<file path="src/design/utwm_pkg.sv">
package utwm_pkg;

  localparam int unsigned CODE_BITS  = 21;
  localparam int unsigned WIDTH_BITS = 24;
  localparam int unsigned CFG_DATA_BITS = 21;
  localparam int unsigned CFG_INDEX_BITS = 2;

  localparam logic [WIDTH_BITS-1:0] WIDTH_MAX = 24'hFFFFFF;

  localparam logic [7:0] CHAR_QMARK = 8'h3F;
  localparam logic [7:0] CHAR_CR    = 8'h0D;
  localparam logic [7:0] CHAR_LF    = 8'h0A;

  localparam logic [7:0] ASCII_LIMIT = 8'h80;
  localparam logic [7:0] LEAD2_MASK  = 8'hE0;
  localparam logic [7:0] LEAD2_CODE  = 8'hC0;
  localparam logic [7:0] LEAD2_BITS  = 8'h1F;
  localparam logic [7:0] LEAD3_MASK  = 8'hF0;
  localparam logic [7:0] LEAD3_CODE  = 8'hE0;
  localparam logic [7:0] LEAD3_BITS  = 8'h0F;
  localparam logic [7:0] LEAD4_MASK  = 8'hF8;
  localparam logic [7:0] LEAD4_CODE  = 8'hF0;
  localparam logic [7:0] LEAD4_BITS  = 8'h07;
  localparam logic [7:0] CONT_MASK   = 8'hC0;
  localparam logic [7:0] CONT_CODE   = 8'h80;
  localparam logic [7:0] CONT_BITS   = 8'h3F;

  typedef enum logic [CFG_INDEX_BITS-1:0] {
    CFG_FIRST_CODE     = 2'd0,
    CFG_LAST_CODE      = 2'd1,
    CFG_LETTER_SPACING = 2'd2
  } cfg_index_t;

  typedef enum logic [0:0] {
    CMD_TABLE_WRITE = 1'b0,
    CMD_TEXT_BYTE   = 1'b1
  } command_t;

  // Outcome of decoding the head of the pending byte buffer
  typedef struct packed {
    logic                 done;      // nothing more to decode now
    logic                 line_end;  // CR or LF in lead position
    logic [CODE_BITS-1:0] code;      // codepoint to measure when not done
    logic [2:0]           drop;      // bytes consumed by this codepoint
  } decode_t;

endpackage

</file>
<file path="src/design/utwm_in_if.sv">
interface utwm_in_if;
  logic       valid;
  logic       ready;
  logic       command;
  logic [7:0] text_byte;
  logic       end_of_text;
  logic [6:0] entry_index;
  logic [7:0] entry_advance;

  modport source(output valid, command, text_byte, end_of_text, entry_index, entry_advance,
                 input ready);
  modport sink(input valid, command, text_byte, end_of_text, entry_index, entry_advance,
               output ready);
endinterface

</file>
<file path="src/design/utwm_out_if.sv">
interface utwm_out_if;
  logic        valid;
  logic        ready;
  logic [23:0] text_width;
  logic        width_saturated;

  modport source(output valid, text_width, width_saturated, input ready);
  modport sink(input valid, text_width, width_saturated, output ready);
endinterface

</file>
<file path="src/design/utf8_text_width_measure_core.sv">
// UTF-8 text width measurement core.
// text_in takes requests: command 0 writes one glyph advance entry, command 1 gives
// one text byte, with end_of_text on the last byte. result_out carries one request
// per text: the pixel width up to the first CR or LF and a saturation flag.
// Configuration (first_code, last_code, letter_spacing) is written through
// cfg_we/cfg_index/cfg_data; the user must write it only while the core is idle,
// as the core does not enforce this. Every glyph that a text byte releases goes
// through decode, table lookup and accumulate (through the single shared adder),
// while a glyph that is skipped goes through decode and table lookup only; a bad
// sequence replays up to four bytes. The byte that ends the text then passes to
// the done state to hand its result over. After the last glyph of the text is
// accumulated, the core goes through decode and done before the result is loaded
// into the output register.
// text_in.ready is low while a byte is being worked on. A finished result waits in
// the output register; the next text can start meanwhile, and the core holds in
// its final step only if a second result is ready before the first was taken.
// Reset (rst, synchronous) clears the text state and loads the default range
// 32..126 with zero spacing. The advance table is not cleared: every entry
// must be written before a text uses it.
module utf8_text_width_measure_core #(
  parameter int unsigned GLYPH_COUNT  = 128,
  parameter int unsigned ADVANCE_BITS = 8
) (
  input  logic                                clk,
  input  logic                                rst,
  input  logic                                cfg_we,
  input  logic [utwm_pkg::CFG_INDEX_BITS-1:0] cfg_index,
  input  logic [utwm_pkg::CFG_DATA_BITS-1:0]  cfg_data,
  utwm_in_if.sink                             text_in,
  utwm_out_if.source                          result_out
);

  localparam int unsigned AW = (GLYPH_COUNT > 1) ? $clog2(GLYPH_COUNT) : 1;
  localparam int unsigned CB = utwm_pkg::CODE_BITS;
  localparam int unsigned WB = utwm_pkg::WIDTH_BITS;

  typedef enum logic [4:0] {
    ST_IDLE   = 5'b00001,
    ST_DECODE = 5'b00010,
    ST_LOOKUP = 5'b00100,
    ST_ACCUM  = 5'b01000,
    ST_DONE   = 5'b10000
  } state_t;

  state_t state;

  logic [CB-1:0] first_code;
  logic [CB-1:0] last_code;
  logic [7:0]    letter_spacing;

  logic [7:0]    pend [4];
  logic [2:0]    count;
  logic          line_ended;
  logic          first_glyph;
  logic [WB-1:0] width_sum;
  logic          sum_clamped;
  logic          eot;
  logic [CB-1:0] code;

  logic          out_valid;
  logic [WB-1:0] out_width;
  logic          out_sat;

  utwm_pkg::decode_t dec;

  logic                    in_fire;
  logic                    tbl_we;
  logic [ADVANCE_BITS-1:0] rdata;
  logic                    code_ok;
  logic                    qmark_ok;
  logic [CB-1:0]           use_code;
  logic [CB:0]             idx;
  logic                    glyph_ok;
  logic [6:0]              tracking;
  logic [WB+1:0]           sum_wide;
  logic                    load_out;

  assign text_in.ready = (state == ST_IDLE);
  assign in_fire       = text_in.valid && text_in.ready;
  assign tbl_we        = in_fire && (text_in.command == utwm_pkg::CMD_TABLE_WRITE) &&
                         (32'(text_in.entry_index) < GLYPH_COUNT);

  utwm_decode u_decode (
    .pend  (pend),
    .count (count),
    .eot   (eot),
    .dec   (dec)
  );

  // range check with the question mark as fallback glyph
  assign code_ok  = (code >= first_code) && (code <= last_code);
  assign qmark_ok = (CB'(utwm_pkg::CHAR_QMARK) >= first_code) &&
                    (CB'(utwm_pkg::CHAR_QMARK) <= last_code);
  assign use_code = code_ok ? code : CB'(utwm_pkg::CHAR_QMARK);
  assign idx      = {1'b0, use_code} - {1'b0, first_code};
  assign glyph_ok = (code_ok || qmark_ok) && (32'(idx) < GLYPH_COUNT);

  utwm_table #(
    .GLYPH_COUNT  (GLYPH_COUNT),
    .ADVANCE_BITS (ADVANCE_BITS),
    .AW           (AW)
  ) u_table (
    .clk   (clk),
    .we    (tbl_we),
    .waddr (AW'(text_in.entry_index)),
    .wdata (ADVANCE_BITS'(text_in.entry_advance)),
    .raddr (idx[AW-1:0]),
    .rdata (rdata)
  );

  assign tracking = (first_glyph || letter_spacing[7]) ? 7'd0 : letter_spacing[6:0];
  assign sum_wide = (WB+2)'(width_sum) + (WB+2)'(tracking) + (WB+2)'(rdata);
  assign load_out = (state == ST_DONE) && (!out_valid || result_out.ready);

  always_ff @(posedge clk) begin
    if (rst) begin
      first_code     <= CB'(32);
      last_code      <= CB'(126);
      letter_spacing <= 8'd0;
    end else if (cfg_we) begin
      case (cfg_index)
        utwm_pkg::CFG_FIRST_CODE:     first_code     <= cfg_data;
        utwm_pkg::CFG_LAST_CODE:      last_code      <= cfg_data;
        utwm_pkg::CFG_LETTER_SPACING: letter_spacing <= cfg_data[7:0];
        default: ;
      endcase
    end
  end

  always_ff @(posedge clk) begin
    if (rst) begin
      state       <= ST_IDLE;
      count       <= 3'd0;
      line_ended  <= 1'b0;
      first_glyph <= 1'b1;
      width_sum   <= '0;
      sum_clamped <= 1'b0;
      eot         <= 1'b0;
    end else begin
      case (state)
        ST_IDLE: begin
          if (in_fire && text_in.command == utwm_pkg::CMD_TEXT_BYTE) begin
            eot <= text_in.end_of_text;
            if (!line_ended && count < 3'd4) begin
              pend[count[1:0]] <= text_in.text_byte;
              count            <= count + 3'd1;
            end
            state <= ST_DECODE;
          end
        end
        ST_DECODE: begin
          if (line_ended || dec.done) begin
            if (dec.line_end && !line_ended) begin
              line_ended <= 1'b1;
            end
            if (line_ended || dec.line_end) begin
              count <= 3'd0;
            end
            state <= eot ? ST_DONE : ST_IDLE;
          end else begin
            code <= dec.code;
            // drop the consumed bytes from the front
            for (int i = 0; i < 4; i++) begin
              if (3'(i) + dec.drop < 3'd4) begin
                pend[i] <= pend[2'(3'(i) + dec.drop)];
              end
            end
            count <= (dec.drop >= count) ? 3'd0 : count - dec.drop;
            state <= ST_LOOKUP;
          end
        end
        ST_LOOKUP: begin
          state <= glyph_ok ? ST_ACCUM : ST_DECODE;
        end
        ST_ACCUM: begin
          if (sum_wide > (WB+2)'(utwm_pkg::WIDTH_MAX)) begin
            width_sum   <= utwm_pkg::WIDTH_MAX;
            sum_clamped <= 1'b1;
          end else begin
            width_sum <= sum_wide[WB-1:0];
          end
          first_glyph <= 1'b0;
          state       <= ST_DECODE;
        end
        ST_DONE: begin
          if (load_out) begin
            count       <= 3'd0;
            line_ended  <= 1'b0;
            first_glyph <= 1'b1;
            width_sum   <= '0;
            sum_clamped <= 1'b0;
            state       <= ST_IDLE;
          end
        end
        default: state <= ST_IDLE;
      endcase
    end
  end

  always_ff @(posedge clk) begin
    if (rst) begin
      out_valid <= 1'b0;
    end else if (load_out) begin
      out_valid <= 1'b1;
    end else if (result_out.ready) begin
      out_valid <= 1'b0;
    end
  end

  always_ff @(posedge clk) begin
    if (load_out) begin
      out_width <= width_sum;
      out_sat   <= sum_clamped;
    end
  end

  assign result_out.valid           = out_valid;
  assign result_out.text_width      = out_width;
  assign result_out.width_saturated = out_sat;

endmodule

</file>
<file path="src/design/utwm_decode.sv">
module utwm_decode (
  input  logic [7:0]       pend [4],
  input  logic [2:0]       count,
  input  logic             eot,
  output utwm_pkg::decode_t dec
);

  logic [7:0]                      lead;
  logic                            multi;
  logic                            bad;
  logic [2:0]                      cont;
  logic [2:0]                      avail;
  logic [utwm_pkg::CODE_BITS-1:0]  acc;

  assign lead = pend[0];

  always_comb begin
    dec.done     = 1'b0;
    dec.line_end = 1'b0;
    dec.code     = utwm_pkg::CODE_BITS'(utwm_pkg::CHAR_QMARK);
    dec.drop     = 3'd1;
    multi        = 1'b0;
    bad          = 1'b0;
    cont         = 3'd0;
    acc          = '0;
    avail        = count - 3'd1;

    if (count == 3'd0) begin
      dec.done = 1'b1;
    end else if (lead == utwm_pkg::CHAR_CR || lead == utwm_pkg::CHAR_LF) begin
      dec.line_end = 1'b1;
      dec.done     = 1'b1;
    end else if (lead < utwm_pkg::ASCII_LIMIT) begin
      dec.code = utwm_pkg::CODE_BITS'(lead);
    end else if ((lead & utwm_pkg::LEAD2_MASK) == utwm_pkg::LEAD2_CODE) begin
      multi = 1'b1;
      cont  = 3'd1;
      acc   = utwm_pkg::CODE_BITS'(lead & utwm_pkg::LEAD2_BITS);
    end else if ((lead & utwm_pkg::LEAD3_MASK) == utwm_pkg::LEAD3_CODE) begin
      multi = 1'b1;
      cont  = 3'd2;
      acc   = utwm_pkg::CODE_BITS'(lead & utwm_pkg::LEAD3_BITS);
    end else if ((lead & utwm_pkg::LEAD4_MASK) == utwm_pkg::LEAD4_CODE) begin
      multi = 1'b1;
      cont  = 3'd3;
      acc   = utwm_pkg::CODE_BITS'(lead & utwm_pkg::LEAD4_BITS);
    end

    if (multi) begin
      // walk the continuation bytes on hand, stop at the first bad one
      for (int i = 1; i < 4; i++) begin
        if (!bad && 3'(i) <= cont && 3'(i) <= avail) begin
          if ((pend[i] & utwm_pkg::CONT_MASK) != utwm_pkg::CONT_CODE) begin
            bad = 1'b1;
          end else begin
            acc = {acc[utwm_pkg::CODE_BITS-7:0], 6'(pend[i] & utwm_pkg::CONT_BITS)};
          end
        end
      end
      if (bad) begin
        dec.drop = 3'd1;
      end else if (avail < cont) begin
        // incomplete: replace the lead at end of text, otherwise wait for more
        if (!eot) begin
          dec.done = 1'b1;
        end
      end else begin
        dec.code = acc;
        dec.drop = cont + 3'd1;
      end
    end
  end

endmodule

</file>
<file path="src/design/utwm_table.sv">
module utwm_table #(
  parameter int unsigned GLYPH_COUNT  = 128,
  parameter int unsigned ADVANCE_BITS = 8,
  parameter int unsigned AW           = 7
) (
  input  logic                    clk,
  input  logic                    we,
  input  logic [AW-1:0]           waddr,
  input  logic [ADVANCE_BITS-1:0] wdata,
  input  logic [AW-1:0]           raddr,
  output logic [ADVANCE_BITS-1:0] rdata
);

  logic [ADVANCE_BITS-1:0] mem [GLYPH_COUNT];

  always_ff @(posedge clk) begin
    if (we) begin
      mem[waddr] <= wdata;
    end
  end

  always_ff @(posedge clk) begin
    rdata <= mem[raddr];
  end

endmodule
</file>
<file path="src/flat_wrapper.sv">
// flat-port wrapper written by rule: the top's interface ports become plain ports
module utf8_text_width_measure_core_flat 
#(
  parameter int unsigned GLYPH_COUNT  = 128,
  parameter int unsigned ADVANCE_BITS = 8
)
  (clk, rst, cfg_we, cfg_index, cfg_data, text_in_valid, text_in_command, text_in_text_byte, text_in_end_of_text, text_in_entry_index, text_in_entry_advance, text_in_ready, result_out_valid, result_out_text_width, result_out_width_saturated, result_out_ready);
  utwm_in_if text_in_i ();
  utwm_out_if result_out_i ();
  input  logic clk;
  input  logic rst;
  input  logic cfg_we;
  input  logic [utwm_pkg::CFG_INDEX_BITS-1:0] cfg_index;
  input  logic [utwm_pkg::CFG_DATA_BITS-1:0] cfg_data;
  input wire logic [$bits(text_in_i.valid)-1:0] text_in_valid;
  input wire logic [$bits(text_in_i.command)-1:0] text_in_command;
  input wire logic [$bits(text_in_i.text_byte)-1:0] text_in_text_byte;
  input wire logic [$bits(text_in_i.end_of_text)-1:0] text_in_end_of_text;
  input wire logic [$bits(text_in_i.entry_index)-1:0] text_in_entry_index;
  input wire logic [$bits(text_in_i.entry_advance)-1:0] text_in_entry_advance;
  output wire logic [$bits(text_in_i.ready)-1:0] text_in_ready;
  output wire logic [$bits(result_out_i.valid)-1:0] result_out_valid;
  output wire logic [$bits(result_out_i.text_width)-1:0] result_out_text_width;
  output wire logic [$bits(result_out_i.width_saturated)-1:0] result_out_width_saturated;
  input wire logic [$bits(result_out_i.ready)-1:0] result_out_ready;
  assign text_in_i.valid = text_in_valid;
  assign text_in_i.command = text_in_command;
  assign text_in_i.text_byte = text_in_text_byte;
  assign text_in_i.end_of_text = text_in_end_of_text;
  assign text_in_i.entry_index = text_in_entry_index;
  assign text_in_i.entry_advance = text_in_entry_advance;
  assign text_in_ready = text_in_i.ready;
  assign result_out_valid = result_out_i.valid;
  assign result_out_text_width = result_out_i.text_width;
  assign result_out_width_saturated = result_out_i.width_saturated;
  assign result_out_i.ready = result_out_ready;
  utf8_text_width_measure_core #(.GLYPH_COUNT(GLYPH_COUNT), .ADVANCE_BITS(ADVANCE_BITS)) u_core (.clk(clk), .rst(rst), .cfg_we(cfg_we), .cfg_index(cfg_index), .cfg_data(cfg_data), .text_in(text_in_i), .result_out(result_out_i));
endmodule
</file>
<file path="config.mk">
export PLATFORM = sky130hd
export DESIGN_NAME = utf8_text_width_measure_core_flat
export DESIGN_NICKNAME = d
export VERILOG_FILES = /design/src/design/utwm_pkg.sv /design/src/design/utwm_in_if.sv /design/src/design/utwm_out_if.sv /design/src/design/utf8_text_width_measure_core.sv /design/src/design/utwm_decode.sv /design/src/design/utwm_table.sv /design/src/flat_wrapper.sv
export SDC_FILE = /design/constraint.sdc
export NUM_CORES = 2
export LEC_CHECK = 0
export BUFFER_PORTS_ARGS = -buffer_cell sky130_fd_sc_hd__buf_2
export CAP_MARGIN = 0
export CORE_UTILIZATION = 35
export DETAILED_ROUTE_END_ITERATION = 16
export PLACE_DENSITY_LB_ADDON = 0.05
export SYNTH_ARGS = -nofsm -noshare
export SYNTH_HDL_FRONTEND = slang
export SYNTH_SLANG_ARGS = --single-unit
</file>
<file path="constraint.sdc">
create_clock -name clk -period 4.8 [get_ports clk]
set_clock_uncertainty 0.05 [all_clocks]
set_input_delay 0.48 -clock clk [delete_from_list [all_inputs] [get_ports clk]]
set_output_delay 0.48 -clock clk [all_outputs]
set_load 0.01 [all_outputs]
</file>
==> metrics.md <==
| Metric | Value |
|---|---|
| Post-route ant nets | `0` |
| Min-delay worst type | `primary input to flop` |
| Max Cap Viol | `0` |
| Syn Nets | `3217` |
| Vias in the first global route | `30691` |
| Final Hold Fails | `0` |
| CTS sink cnt | `1197` |
| Netlist Area Pre-Place | `51700 µm²` |
| Critical Path RT | `5.38 ns` |
| Worst hold slack | `0.0845 ns` |
| DRT iter0 DRCs | `2187` |
| CP max stage delay | `0.66 ns` |
| Yosys reg bits | `1197` |
| Total power draw | `24.6 mW` |
| Non-filler cells, final | `5487` |
| Via Count | `29559` |
| Antenna violations before repair | `2` |
| Post-DP HPWL | `96.2 mm` |
| Violated checks | `setup timing` |
| CTS buffer count | `139` |
| DRT Pass-1 Iters | `5` |
| Fmax | `198 MHz` |
| Peak supply drop | `0.000278 V` |
| Drt drc | `0` |
| Final period util | `105%` |
| # port buffers | `79` |
| Die X-Extent | `386 µm` |
| Net count, final | `3604` |
| Setup CP Type | `flop to flop` |
| DR WL/cell | `27.4 µm` |
| Dpl cells | `5155` |
| CTS max path bufs | `3` |
| Clock latency on the worst-skew pair | `0.77 ns` |
| Clock Root Buffer | `clkbuf_16` |
| Most frequent cells in the layout | `edfxtp_1, mux4_2, buf_4` |
| Share of cells above drive strength 1 | `29.0%` |
| Status | `finished with violations` |
| H-Tree Depth | `4` |
| Core ar. | `146000 µm²` |
| CP Max Fanout | `8` |
| CTS tree | `built` |
| CP cell instances | `ha_4, nand4_1, buf_4, nor3_2, a211oi_2, a211oi_2, nor3_1, buf_4, ha_4, inv_2, fa_4, buf_6, buf_12, buf_12, buf_6, mux4_2, mux4_2, mux2_4, o211ai_1, o21ai_1` |
| Worst setup margin | `-0.258 ns` |
| Top_reg_cell synth | `edfxtp_1` |
| GRT Overall Usage | `20.4%` |
| Grt ovf | `0` |
| Die Area | `149000 µm²` |
| Rel. slew slack | `19.8%` |
| Starting Density | `35.4%` |
| # IOs | `80` |
| Type of origin of the critical path | `flop` |
| P&R area growth vs syn | `20.0%` |
| First-pass GRT wire length | `219 mm` |
| Sum Neg Setup Slack | `-1.82 ns` |
| Pin count of the biggest net entering global routing | `90` |
| DRT Wirelength | `150 mm` |
| Pwr Density | `396 nW/µm²` |
| Cells after Synth | `3069` |
| Worst-margin pin slew | `1.20 ns` |
| Unrepaired setup endpoints after global routing | `true` |
| P_leak | `20.6 nW` |
| Synth Area per Inst | `16.8 µm²` |
| Endpoints failing setup | `8` |
| Cell variety after synth | `90` |
| Post-route minimum period | `5.06 ns` |
| Via density per instance | `5.39` |
| Ys async rst share | `0%` |
| Post-synth EDFFs | `1102` |
| Commonest non-fill, non-tap cell in the layout | `edfxtp_1` |
| Core Rows | `140` |
| Sequential share of the synthesized area | `67.7%` |
| Yosys warns | `0` |
| Reg clk slew, reported paths | `0.06 ns` |
| Setup crit end kind | `flop` |
| Die height | `386 µm` |
| GP Congestion | `0.827` |
| CP max stage cell | `fa_4` |
| Final Max Slew Viols | `0` |
| Critical path arrival | `5.64 ns` |
| # fillers | `13057` |
cell usage after synthesis (all sizes together) (4+ instances only):
master	instances	share of area [%]
nand3	64	0.63
clkbuf	118	0.90
buf	46	0.52
o32ai	5	0.085
nor3	33	0.34
nand3b	9	0.13
nor4	13	0.18
a211oi	24	0.37
a311oi	13	0.23
o21a	6	0.087
fa	4	0.15
inv	71	0.52
a32oi	5	0.085
ha	91	2.2
mux2	20	0.44
dfxtp	95	3.7
mux2i	37	0.72
nor2	233	1.7
and3	8	0.097
and2	38	0.46
o211ai	22	0.33
and3b	4	0.068
a31oi	15	0.19
a31o	5	0.085
nand4	16	0.19
nand2b	15	0.18
a21oi	133	1.3
a22oi	5	0.073
or3	9	0.11
a211o	4	0.070
or2	4	0.048
nor3b	7	0.10
o21ai	74	0.72
a21o	18	0.26
xor2	24	0.41
nor2b	22	0.27
mux4	348	15
edfxtp	1102	64
nand2	242	1.8
xnor2	19	0.32
report_power, final:
part	total, mW	internal, mW	switching, mW
Combinational	2.79	1.20	1.59
Sequential	11.6	11.5	0.118
Clock	10.2	5.85	4.33
Total	24.6	18.5	6.04
worst max-delay path, delay by kind of cell, from the launching register on:
family / cells / cell delay [ns]
AOI/OAI and AO/OA: 4 / 0.71
adders and majority gates: 3 / 1.12
buffers and inverters: 7 / 0.96
DFF: 1 / 0.46
muxes: 3 / 1.18
and+or+nand+nor: 3 / 0.43
area by class of cell:
class / instances / area [µm²] / area share (%)
clock inverters: 73 / 616 / 0.992
multi-input cells: 1636 / 16200 / 26.1
inverters: 71 / 267 / 0.430
repair buffers: 411 / 3810 / 6.15
clock buffers: 179 / 3760 / 6.07
well taps: 1917 / 2400 / 3.87
diodes: 3 / 7.51 / 0.0121
flip-flops and latches: 1197 / 35000 / 56.4
through the flow:
stage          worst slack (ns)  util [%]  instance area, µm²
6_report                 -0.258      42.5               62000
3_3_place_gp             -0.842      38.5               56200
4_1_cts                  -0.375      42.4               61900
5_1_grt                  -0.477      42.5               62000
3_5_place_dp             -0.864      38.5               56200
2_1_floorplan             0.199         -               51700
routing by layer:
| metal | wire length, µm | vias to the layer above | GRT usage [%] | part of all wire, % |
|---|---|---|---|---|
| li1 | - | 13026 | - | - |
| met1 | 66200 | 15604 | 27.7 | 44 |
| met2 | 74700 | 740 | 34.2 | 50 |
| met3 | 6490 | 189 | 3.06 | 4.3 |
| met4 | 2770 | 0 | 4.98 | 1.8 |
| met5 | 0 | - | 0 | 0 |
timing repair:
item / in CTS / in global routing
endpoints found under the hold margin: 77 / 0
hold buffers: 31 / 0
buffers inserted: 24 / 10
gates cloned: 14 / 2
endpoints found under the setup margin: 10 / 13
resized for setup: 93 / 26
pin swaps: 21 / 6
state kept, by name (all words and copies together) (netlist names):
name and flops:
u_core.letter_spacing 8, u_core.sum_clamped 1, u_core.u_table.rdata 8, u_core.first_glyph 1, u_core.code 21, u_core.result_out.text_width 24, u_core.width_sum 24, u_core.line_ended 1
u_core.pend 32, u_core.result_out.width_saturated 1, u_core.u_table.mem 1024, u_core.first_code 21, u_core.state 5, u_core.last_code 21, u_core.count 3, u_core.result_out.valid 1
u_core.eot 1
path summary, 6_finish.rpt:
kind / start / end / slack [ns] / cells after the start
worst min register to register: u_core.sum_clamped / u_core.result_out.width_saturated / 0.38 / 0
worst max register to register: u_core.code[12] / u_core.u_table.rdata[5] / -0.26 / 20
worst max-delay path: u_core.code[12] / u_core.u_table.rdata[5] / -0.26 / 20
worst min-delay path: text_in_text_byte[3] / u_core.pend[27] / 0.08 / 3
cells by family after synthesis:
logic type                 share of synthesized area, %
AOI/OAI and AO/OA                                  4.47
xor gates and xnor gates                          0.728
adders and majority gates                          2.36
buffers and inverters                              1.95
DFF                                                67.7
muxes                                              16.3
and+or+nand+nor                                    6.50
Note: power is estimated with default switching activity, not from simulation.
